--- src/hw/rtl/dfc_pkg.sv ---
// Shared types, constants and helpers of the datagram frame checker.
package dfc_pkg;

  localparam logic [31:0] TAG_RESET     = 32'h89AB_CDEF;
  localparam logic [7:0]  DATA_OP_RESET = 8'd100;
  localparam logic [7:0]  ACK_OP_RESET  = 8'd97;

  localparam int unsigned COUNT_W = 17;
  localparam logic [COUNT_W-1:0] COUNT_MAX = '1;

  // Byte positions within a frame.
  localparam logic [COUNT_W-1:0] TAG_BYTES      = 17'd4;
  localparam logic [COUNT_W-1:0] SIZE_LAST      = 17'd5;
  localparam logic [COUNT_W-1:0] OPCODE_POS     = 17'd6;
  localparam logic [COUNT_W-1:0] HDR_FIRST      = 17'd7;
  localparam logic [COUNT_W-1:0] HDR_LAST       = 17'd30;
  // A payload byte leaves the trailer window once the count reaches this.
  localparam logic [COUNT_W-1:0] PAYLOAD_COUNT  = 17'd35;
  localparam logic [COUNT_W-1:0] DATA_MIN_LEN   = 17'd35;
  localparam logic [COUNT_W-1:0] ACK_MIN_LEN    = 17'd15;
  localparam logic [15:0]        DATA_OVERHEAD  = 16'd35;
  localparam int unsigned        HDR_WORDS      = 6;

  localparam int unsigned TDATA_W = 224;

  typedef enum logic [2:0] {
    ST_OK         = 3'd0,
    ST_NOT_TAGGED = 3'd1,
    ST_CHECKSUM   = 3'd2,
    ST_SIZE       = 3'd3,
    ST_OPCODE     = 3'd4,
    ST_SHORT      = 3'd5
  } status_t;

  typedef enum logic [1:0] {
    REG_FRAME_TAG = 2'd0,
    REG_DATA_OP   = 2'd1,
    REG_ACK_OP    = 2'd2
  } reg_idx_t;

  typedef struct packed {
    logic [31:0] frame_tag;
    logic [7:0]  data_opcode;
    logic [7:0]  ack_opcode;
  } cfg_t;

  typedef struct packed {
    status_t     status;
    logic        packet_kind;
    logic [31:0] source_ip;
    logic [31:0] gateway_ip;
    logic [31:0] process_id;
    logic [31:0] start_sec;
    logic [31:0] start_usec;
    logic [31:0] sequence_res;
    logic [15:0] payload_length;
  } verdict_t;

  // One queue entry holds everything one input byte caused.
  typedef struct packed {
    logic       has_pay;
    logic [7:0] pay_byte;
    logic       has_verd;
    verdict_t   verdict;
  } entry_t;

  function automatic logic [31:0] swap32(input logic [31:0] v);
    return {v[7:0], v[15:8], v[23:16], v[31:24]};
  endfunction

endpackage

--- src/hw/rtl/dfc_front.sv ---
// Front end: tracks frame state per byte and builds queue entries.
module dfc_front (
  input  logic            clk,
  input  logic            rst_n,
  input  dfc_pkg::cfg_t   cfg_i,
  input  logic            accept_i,
  input  logic [7:0]      byte_i,
  input  logic            last_i,
  output logic            push_o,
  output dfc_pkg::entry_t entry_o
);

  logic [dfc_pkg::COUNT_W-1:0] byte_count_r, byte_count_nxt;
  logic [31:0] running_sum_r, running_sum_nxt;
  logic [31:0] trailer_r, trailer_nxt;
  logic [31:0] tag_r, tag_nxt;
  logic [15:0] size_r, size_nxt;
  logic [7:0]  opcode_r, opcode_nxt;
  logic [31:0] hdr_r   [dfc_pkg::HDR_WORDS];
  logic [31:0] hdr_nxt [dfc_pkg::HDR_WORDS];

  logic [4:0] hdr_off;
  logic [2:0] hdr_sel;
  logic       in_hdr;
  logic       has_pay;
  dfc_pkg::status_t status;
  dfc_pkg::verdict_t verdict;

  assign hdr_off = byte_count_r[4:0] - dfc_pkg::HDR_FIRST[4:0];
  assign hdr_sel = hdr_off[4:2];
  assign in_hdr  = (byte_count_r >= dfc_pkg::HDR_FIRST) && (byte_count_r <= dfc_pkg::HDR_LAST);
  assign has_pay = (byte_count_r >= dfc_pkg::PAYLOAD_COUNT) &&
                   (opcode_r == cfg_i.data_opcode);

  always_comb begin
    running_sum_nxt = running_sum_r;
    if (byte_count_r >= dfc_pkg::TAG_BYTES) begin
      running_sum_nxt = running_sum_r + {24'd0, trailer_r[31:24]};
    end
    trailer_nxt = {trailer_r[23:0], byte_i};

    tag_nxt = tag_r;
    if (byte_count_r < dfc_pkg::TAG_BYTES) begin
      unique case (byte_count_r[1:0])
        2'd0: tag_nxt[7:0]   = byte_i;
        2'd1: tag_nxt[15:8]  = byte_i;
        2'd2: tag_nxt[23:16] = byte_i;
        2'd3: tag_nxt[31:24] = byte_i;
        default: tag_nxt = tag_r;
      endcase
    end

    size_nxt = size_r;
    if (byte_count_r >= dfc_pkg::TAG_BYTES && byte_count_r <= dfc_pkg::SIZE_LAST) begin
      size_nxt = {size_r[7:0], byte_i};
    end

    opcode_nxt = (byte_count_r == dfc_pkg::OPCODE_POS) ? byte_i : opcode_r;

    for (int i = 0; i < dfc_pkg::HDR_WORDS; i++) begin
      hdr_nxt[i] = hdr_r[i];
      if (in_hdr && hdr_sel == 3'(i)) begin
        hdr_nxt[i] = {hdr_r[i][23:0], byte_i};
      end
    end

    byte_count_nxt = (byte_count_r < dfc_pkg::COUNT_MAX) ? byte_count_r + 1'b1
                                                        : byte_count_r;
  end

  // Verdict of a frame whose final byte is the current one.
  always_comb begin
    priority if (byte_count_nxt < dfc_pkg::TAG_BYTES) begin
      status = dfc_pkg::ST_SHORT;
    end else if (tag_nxt != cfg_i.frame_tag) begin
      status = dfc_pkg::ST_NOT_TAGGED;
    end else if (running_sum_nxt != trailer_nxt) begin
      status = dfc_pkg::ST_CHECKSUM;
    end else if ({1'b0, size_nxt} != byte_count_nxt) begin
      status = dfc_pkg::ST_SIZE;
    end else if (opcode_nxt == cfg_i.data_opcode) begin
      status = (byte_count_nxt < dfc_pkg::DATA_MIN_LEN) ? dfc_pkg::ST_SHORT : dfc_pkg::ST_OK;
    end else if (opcode_nxt == cfg_i.ack_opcode) begin
      status = (byte_count_nxt < dfc_pkg::ACK_MIN_LEN) ? dfc_pkg::ST_SHORT : dfc_pkg::ST_OK;
    end else begin
      status = dfc_pkg::ST_OPCODE;
    end

    verdict = '0;
    verdict.status = status;
    if (status == dfc_pkg::ST_OK) begin
      if (opcode_nxt == cfg_i.data_opcode) begin
        verdict.source_ip      = dfc_pkg::swap32(hdr_nxt[0]);
        verdict.gateway_ip     = dfc_pkg::swap32(hdr_nxt[1]);
        verdict.process_id     = hdr_nxt[2];
        verdict.start_sec      = hdr_nxt[3];
        verdict.start_usec     = hdr_nxt[4];
        verdict.sequence_res   = hdr_nxt[5];
        verdict.payload_length = size_nxt - dfc_pkg::DATA_OVERHEAD;
      end else begin
        verdict.packet_kind  = 1'b1;
        verdict.sequence_res = hdr_nxt[0];
      end
    end
  end

  assign push_o = accept_i && (has_pay || last_i);

  always_comb begin
    entry_o          = '0;
    entry_o.has_pay  = has_pay;
    entry_o.pay_byte = trailer_r[31:24];
    entry_o.has_verd = last_i;
    entry_o.verdict  = verdict;
  end

  always_ff @(posedge clk) begin
    if (!rst_n) begin
      byte_count_r  <= '0;
      running_sum_r <= '0;
      trailer_r     <= '0;
      tag_r         <= '0;
      size_r        <= '0;
      opcode_r      <= '0;
    end else if (accept_i) begin
      if (last_i) begin
        byte_count_r  <= '0;
        running_sum_r <= '0;
        trailer_r     <= '0;
        tag_r         <= '0;
        size_r        <= '0;
        opcode_r      <= '0;
      end else begin
        byte_count_r  <= byte_count_nxt;
        running_sum_r <= running_sum_nxt;
        trailer_r     <= trailer_nxt;
        tag_r         <= tag_nxt;
        size_r        <= size_nxt;
        opcode_r      <= opcode_nxt;
      end
    end
  end

  // Header words are fully rewritten by any frame that reaches them.
  always_ff @(posedge clk) begin
    if (accept_i) begin
      for (int i = 0; i < dfc_pkg::HDR_WORDS; i++) begin
        hdr_r[i] <= hdr_nxt[i];
      end
    end
  end

  a_verdict_on_last: assert property (@(posedge clk) disable iff (!rst_n)
    (push_o && entry_o.has_verd) |-> (accept_i && last_i))
    else $error("verdict queued without a final byte");

  a_clear_after_last: assert property (@(posedge clk) disable iff (!rst_n)
    (accept_i && last_i) |=> (byte_count_r == '0 && running_sum_r == '0))
    else $error("frame state not cleared after final byte");

  a_payload_position: assert property (@(posedge clk) disable iff (!rst_n)
    (push_o && entry_o.has_pay) |-> (byte_count_r >= dfc_pkg::PAYLOAD_COUNT))
    else $error("payload byte queued from header or trailer position");

endmodule

--- src/hw/rtl/dfc_back.sv ---
// Back end: entry queue and the output register that issues result items.
module dfc_back #(
  parameter int unsigned DEPTH = 4
) (
  input  logic                          clk,
  input  logic                          rst_n,
  input  logic                          push_i,
  input  dfc_pkg::entry_t               entry_i,
  output logic                          push_ready_o,
  output logic                          out_tvalid,
  input  logic                          out_tready,
  output logic [dfc_pkg::TDATA_W-1:0]   out_tdata,
  output logic                          out_tlast
);

  localparam int unsigned PTR_W = $clog2(DEPTH);
  localparam int unsigned CNT_W = $clog2(DEPTH + 1);
  localparam logic [CNT_W-1:0] FULL_COUNT = CNT_W'(DEPTH);
  localparam logic [PTR_W-1:0] LAST_PTR   = PTR_W'(DEPTH - 1);

  dfc_pkg::entry_t mem_r [DEPTH];

  logic [PTR_W-1:0] wr_ptr_r, rd_ptr_r;
  logic [CNT_W-1:0] count_r;
  logic             pay_sent_r, pay_sent_nxt;
  logic             out_valid_r, out_valid_nxt;
  logic [dfc_pkg::TDATA_W-1:0] out_data_r, out_data_nxt;
  logic             out_last_r, out_last_nxt;
  logic             empty, load, pop;
  dfc_pkg::entry_t  head;
  dfc_pkg::verdict_t hv;

  assign empty        = (count_r == '0);
  assign push_ready_o = (count_r != FULL_COUNT);
  assign head         = mem_r[rd_ptr_r];
  assign hv           = head.verdict;
  assign load         = !out_valid_r || out_tready;

  // A head entry with both a payload byte and a verdict is issued in two steps.
  always_comb begin
    pop           = 1'b0;
    pay_sent_nxt  = pay_sent_r;
    out_valid_nxt = out_valid_r;
    out_data_nxt  = out_data_r;
    out_last_nxt  = out_last_r;
    if (load) begin
      out_valid_nxt = !empty;
      if (!empty) begin
        if (head.has_pay && !pay_sent_r) begin
          out_data_nxt = {{(dfc_pkg::TDATA_W-8){1'b0}}, head.pay_byte};
          out_last_nxt = 1'b0;
          if (head.has_verd) begin
            pay_sent_nxt = 1'b1;
          end else begin
            pop = 1'b1;
          end
        end else begin
          out_data_nxt = {4'd0, hv.payload_length, hv.sequence_res, hv.start_usec,
                          hv.start_sec, hv.process_id, hv.gateway_ip, hv.source_ip,
                          hv.packet_kind, hv.status, 8'd0};
          out_last_nxt = 1'b1;
          pop          = 1'b1;
          pay_sent_nxt = 1'b0;
        end
      end
    end
  end

  always_ff @(posedge clk) begin
    if (!rst_n) begin
      wr_ptr_r    <= '0;
      rd_ptr_r    <= '0;
      count_r     <= '0;
      pay_sent_r  <= 1'b0;
      out_valid_r <= 1'b0;
    end else begin
      if (push_i) begin
        wr_ptr_r <= (wr_ptr_r == LAST_PTR) ? '0 : wr_ptr_r + 1'b1;
      end
      if (pop) begin
        rd_ptr_r <= (rd_ptr_r == LAST_PTR) ? '0 : rd_ptr_r + 1'b1;
      end
      count_r     <= count_r + CNT_W'(push_i) - CNT_W'(pop);
      pay_sent_r  <= pay_sent_nxt;
      out_valid_r <= out_valid_nxt;
    end
  end

  always_ff @(posedge clk) begin
    if (push_i) begin
      mem_r[wr_ptr_r] <= entry_i;
    end
    out_data_r <= out_data_nxt;
    out_last_r <= out_last_nxt;
  end

  assign out_tvalid = out_valid_r;
  assign out_tdata  = out_data_r;
  assign out_tlast  = out_last_r;

  a_count_bound: assert property (@(posedge clk) disable iff (!rst_n)
    count_r <= FULL_COUNT)
    else $error("queue count beyond depth");

  a_no_pop_empty: assert property (@(posedge clk) disable iff (!rst_n)
    !(pop && empty))
    else $error("pop from empty queue");

  a_no_push_full: assert property (@(posedge clk) disable iff (!rst_n)
    !(push_i && count_r == FULL_COUNT))
    else $error("push into full queue");

  a_split_entry: assert property (@(posedge clk) disable iff (!rst_n)
    pay_sent_r |-> (!empty && head.has_verd))
    else $error("payload-sent flag set without a pending verdict");

endmodule

--- src/hw/rtl/datagram_frame_checker_top.sv ---
// Datagram frame checker: top level with configuration registers.
// Each accepted byte is classified in the same cycle; its results enter the queue
// and then the output register, once earlier entries have left and the output is free.
// Throughput is one byte per cycle while the queue is not full; a final byte that
// also releases a payload byte yields two output items, absorbed by the QUEUE_DEPTH-entry queue.
// Reset (rst_n low, synchronous) clears frame state, queue and output; registers
// return to tag 0x89ABCDEF, data opcode 100 and ack opcode 97.
module datagram_frame_checker_top #(
  parameter int unsigned QUEUE_DEPTH = 4
) (
  input  logic                        clk,
  input  logic                        rst_n,
  input  logic                        in_tvalid,
  output logic                        in_tready,
  input  logic [7:0]                  in_tdata,   // [7:0] data_byte
  input  logic                        in_tlast,   // final_byte
  output logic                        out_tvalid,
  input  logic                        out_tready,
  // [7:0] payload_byte, [10:8] status, [11] packet_kind, [43:12] source_ip,
  // [75:44] gateway_ip, [107:76] process_id, [139:108] start_sec,
  // [171:140] start_usec, [203:172] sequence_res, [219:204] payload_length
  output logic [dfc_pkg::TDATA_W-1:0] out_tdata,
  output logic                        out_tlast,  // is_verdict
  input  logic                        cfg_psel,
  input  logic                        cfg_penable,
  input  logic                        cfg_pwrite,
  input  logic [3:0]                  cfg_paddr,
  input  logic [31:0]                 cfg_pwdata,
  output logic [31:0]                 cfg_prdata,
  output logic                        cfg_pready
);

  dfc_pkg::cfg_t   cfg_r;
  dfc_pkg::entry_t entry;
  logic            push;
  logic            push_ready;
  logic            accept;
  logic            cfg_write;

  assign cfg_pready = 1'b1;
  assign cfg_write  = cfg_psel && cfg_penable && cfg_pwrite && cfg_pready;

  always_ff @(posedge clk) begin
    if (!rst_n) begin
      cfg_r.frame_tag   <= dfc_pkg::TAG_RESET;
      cfg_r.data_opcode <= dfc_pkg::DATA_OP_RESET;
      cfg_r.ack_opcode  <= dfc_pkg::ACK_OP_RESET;
    end else if (cfg_write) begin
      case (cfg_paddr[3:2])
        dfc_pkg::REG_FRAME_TAG: cfg_r.frame_tag   <= cfg_pwdata;
        dfc_pkg::REG_DATA_OP:   cfg_r.data_opcode <= cfg_pwdata[7:0];
        dfc_pkg::REG_ACK_OP:    cfg_r.ack_opcode  <= cfg_pwdata[7:0];
        default: ;
      endcase
    end
  end

  always_comb begin
    case (cfg_paddr[3:2])
      dfc_pkg::REG_FRAME_TAG: cfg_prdata = cfg_r.frame_tag;
      dfc_pkg::REG_DATA_OP:   cfg_prdata = {24'd0, cfg_r.data_opcode};
      dfc_pkg::REG_ACK_OP:    cfg_prdata = {24'd0, cfg_r.ack_opcode};
      default:                cfg_prdata = 32'd0;
    endcase
  end

  assign in_tready = push_ready;
  assign accept    = in_tvalid && in_tready;

  dfc_front u_front (
    .clk      (clk),
    .rst_n    (rst_n),
    .cfg_i    (cfg_r),
    .accept_i (accept),
    .byte_i   (in_tdata),
    .last_i   (in_tlast),
    .push_o   (push),
    .entry_o  (entry)
  );

  dfc_back #(
    .DEPTH (QUEUE_DEPTH)
  ) u_back (
    .clk          (clk),
    .rst_n        (rst_n),
    .push_i       (push),
    .entry_i      (entry),
    .push_ready_o (push_ready),
    .out_tvalid   (out_tvalid),
    .out_tready   (out_tready),
    .out_tdata    (out_tdata),
    .out_tlast    (out_tlast)
  );

endmodule

--- config.mk ---
export PLATFORM = sky130hd
export DESIGN_NAME = datagram_frame_checker_top
export DESIGN_NICKNAME = d
export VERILOG_FILES = /design/src/hw/rtl/dfc_pkg.sv /design/src/hw/rtl/dfc_front.sv /design/src/hw/rtl/dfc_back.sv /design/src/hw/rtl/datagram_frame_checker_top.sv
export SDC_FILE = /design/constraint.sdc
export NUM_CORES = 2
export LEC_CHECK = 0
export ABC_AREA = 0
export BUFFER_PORTS_ARGS = -buffer_cell sky130_fd_sc_hd__buf_2
export CAP_MARGIN = 40
export CORE_ASPECT_RATIO = 0.8
export CORE_MARGIN = 5
export CORE_UTILIZATION = 35
export DETAILED_ROUTE_END_ITERATION = 7
export SLEW_MARGIN = 15
export SYNTH_ARGS = -nofsm -noshare
export SYNTH_HDL_FRONTEND = slang
export SYNTH_HIERARCHICAL = 1
export SYNTH_SLANG_ARGS = --single-unit
--- constraint.sdc ---
create_clock -name clk -period 11.5 [get_ports clk]
set_clock_uncertainty 0.05 [all_clocks]
set_input_delay 0.575 -clock clk [delete_from_list [all_inputs] [get_ports clk]]
set_output_delay 0.575 -clock clk [all_outputs]
set_load 0.01 [all_outputs]
==> reports/metrics.cfg <==
[clock_tree]
cts_tree = built
cts_buffers = 154
cts_root_buf = clkbuf_16
cts_max_level = 4
cts_num_sinks = 1497
path_clk_slew_ns = 0.06
ctsLongestPathBuffers = 3
clk_latency_ns = 0.80
cts_setup_buffers = 0

[route]
drc = 0
vias = 36900
wl_um = 164000
viasPerCell = 5.19
wire_per_inst_um = 23.0
drtIter0Drc = 2969
ant_nets = 0
firstDrtPassIters = 8

[worst_setup_path]
timing.critical_path.cells = ha_1 -> inv_1 -> fa_1 -> nand2b_1 -> o2bb2ai_1 -> o21a_1 -> nor2_1 -> a311oi_1 -> or4_1 -> or4_1 -> or4_4 -> buf_12 -> nor3_2
cp.buffers_inverters = 2
cp_top_family = simple AND/OR/NAND/NOR gates
crit_path_start_kind = register
endpoint_kind = register
worst-endpoint-arrival_ns = 6.24
critPathMaxStageDelay_ns = 0.80
path_common_cell = or4_1
cp.required_ns = 12.01
path_class = reg2reg
path_max_fanout = 139
critPathSlowestCell = or4_4
worstRegToRegCells = 13
crit_cells = 13

[placement]
io_buffers = 304
dp_hpwl_um = 103000
globalplace.congestion = 0.857
dp_slack_ns = 5.77

[floorplan]
fp.dieH_um = 395
row_count = 141
design.portCount = 312
start_util_pct = 35.2
core_sq_mm = 0.185
die_area_sq_mm = 0.194
die_w_um = 491

[hold_path]
min_path_type = in2reg
hold_path_depth = 3

[power]
internal_power_mw = 10.8
p_clk_share_pct = 32.6
combPwrFrac_pct = 20.6
leakage_nw = 23.6
power_density_mw_per_mm2 = 203
swShare_pct = 28.4
power.switching_mw = 4.29
ir_drop_mv = 0.147
pwr-share-seq_pct = 46.8

[job]
maxCapViolCount = 0

[timing]
setup_ws_ns = 5.77
rsz0062_at_grt = false
finalSetupTns_ns = 0
period_share_pct = 49.8
setup_viol = 0
slew-limit-headroom_pct = 19.5
period_needed_ns = 5.73
slew_violations = 0
fmax_mhz = 175
hold_viol_final = 0
tightest_slew_ns = 1.21

[outcome]
outcome = finished clean

[global_routing]
antenna_found_initial = 15
grt_start_max_net_pins = 140
grt_pass1_wl_um = 246000
met2_usage_pct = 27.1
gr-usage-all-layers_pct = 16.5
grt_use_met1_pct = 23.3
gr-total-overflow = 0
grt-busiest-layer = met2
first_global_vias = 37200
globalRouteMet3Util_pct = 2.76

[logic_synthesis]
postSynth.asyncResetShare_pct = 0
syn_area_per_cell_sq_um = 15.2
ys.flop_type = edfxtp_1
ys_ff_latch = 1497
yosysSeqAreaShare_pct = 66.3
synth.distinct_cells = 89
post_synth_instance_area_sq_mm = 0.0649
syn_inst = 4282
synth_edf_count = 1301
yosysWarnings = 6

[cells_and_area]
final_common_cell = edfxtp_1
area_growth_pct = 14.7
most-common-layout-cells = edfxtp_1 (1,301), nand2_1 (358), buf_2 (305), and2_1 (247), mux4_2 (221)
final_layout_size_suffix_gt1_share_pct = 26.6
nets = 4623

-- layout make-up --
class / count / area [sq um]
Multi-Input combinational cell: 2402 / 20000
Inverter: 72 / 283
Sequential cell: 1497 / 43000
Clock buffer: 201 / 4120
Tap cell: 2431 / 3040
Antenna cell: 4 / 10.0
Timing Repair Buffer: 422 / 3020
Fill cell: 16900 / 110000
Clock inverter: 82 / 885
-- stage by stage --
| step | std cells | power [mW] | hold WS, ns | util [%] | cell area [sq um] |
|---|---|---|---|---|---|
| final | 7111 | 15.1 | 0.0625 | 40.3 | 74400 |
| after global routing | 7107 | 15.8 | 0.0322 | 40.3 | 74400 |
| after CTS | 7099 | 15.3 | 0.00696 | 40.2 | 74200 |
| after detailed placement | 6800 | 10.4 | 0.425 | 37.4 | 69000 |
| after global placement | 6774 | 10.3 | 0.412 | 37.1 | 68400 |
| after floorplan | 4285 | 9.12 | 0.397 | - | 64900 |
-- power by group through the flow --
stage	Combinational (mW)	Clock (mW)	Sequential, mW
CTS	3.18	5.06	7.10
global route	3.39	5.28	7.12
floorplan	1.79	0	7.33
detailed placement	3.16	0	7.21
finish	3.11	4.92	7.05
global placement	3.06	0	7.23
-- logic make-up after synthesis --
kind of cell	after synthesis	synth area share, %
compound gates	415	4.06
xor+xnor	146	1.99
fa+ha+maj	22	0.447
buf+inv	386	2.99
flops	1497	66.3
mux	488	12.1
other cells	2	0.0116
simple gates	1326	12.1
-- final timing paths --
path                                      startpoint                              to  slack, ns
setup reg to reg  u_front/trailer_r[24]$_SDFFE_PN0P_  u_back/mem_r[1][137]$_DFFE_PP_       5.77
setup / recovery  u_front/trailer_r[24]$_SDFFE_PN0P_  u_back/mem_r[1][137]$_DFFE_PP_       5.77
hold reg to reg       u_back/out_tvalid$_SDFFE_PN0P_  u_back/out_tvalid$_SDFFE_PN0P_       0.43
hold / removal                         cfg_pwdata[4]          cfg_r[12]$_SDFFE_PN0P_       0.06
-- Yosys cell counts, types with 13 or more instances --
| cell | count | share of area, % |
|---|---|---|
| buf_2 | 69 | 0.53 |
| nand3_1 | 39 | 0.30 |
| nand2_1 | 358 | 2.1 |
| nor4_1 | 22 | 0.21 |
| or4_1 | 13 | 0.15 |
| nor3_2 | 181 | 2.8 |
| xnor2_1 | 75 | 1.0 |
| buf_6 | 44 | 0.76 |
| a22oi_1 | 49 | 0.57 |
| a21oi_1 | 110 | 0.85 |
| and3_1 | 21 | 0.20 |
| inv_1 | 69 | 0.40 |
| nand4_1 | 31 | 0.30 |
| a21boi_0 | 19 | 0.22 |
| buf_4 | 19 | 0.22 |
| xor2_1 | 70 | 0.95 |
| dfxtp_1 | 196 | 6.0 |
| edfxtp_1 | 1301 | 60 |
| nor3_1 | 80 | 0.62 |
| ha_1 | 20 | 0.39 |
| mux4_2 | 221 | 7.7 |
| o21ai_0 | 105 | 0.81 |
| o211ai_1 | 29 | 0.34 |
| mux2_2 | 166 | 2.9 |
| nor2_1 | 120 | 0.69 |
| mux2i_1 | 101 | 1.6 |
| nor2b_1 | 131 | 1.3 |
| and2_1 | 252 | 2.4 |
| clkbuf_1 | 171 | 0.99 |
-- state kept, by name (all words and copies together) (netlist names), 16 cells and up, named ones only --
name	cells
u_back/mem_r	888
u_back/out_tdata	220
u_front/hdr_r	192
cfg_r	48
u_front/running_sum_r	32
u_front/tag_r	32
u_front/trailer_r	32
u_front/byte_count_r	17
u_front/size_r	16
-- timing repair --
item / 4_1_cts / 5_1_grt
hold buffers: 16 / 0
hold endpoints to repair: 21 / 0
resized for setup: 0 / 0
-- metal layers --
metal | routed length, um | up-vias | share of wire [%]
met1 | 73300 | 19000 | 45
met5 | 0 | - | 0
li1 | - | 16700 | -
met2 | 79100 | 980 | 48
met4 | 2490 | 0 | 1.5
met3 | 8710 | 172 | 5.3
-- worst reg2reg max path: stages, from the launching register on --
cell and delay (ns):
dfxtp_1 0.42, ha_1 0.24, inv_1 0.08, fa_1 0.45, nand2b_1 0.17, o2bb2ai_1 0.20, o21a_1 0.38, nor2_1 0.29
a311oi_1 0.14, or4_1 0.54, or4_1 0.53, or4_4 0.80, buf_12 0.37, nor3_2 0.85
(Power assumes the default switching activity.)
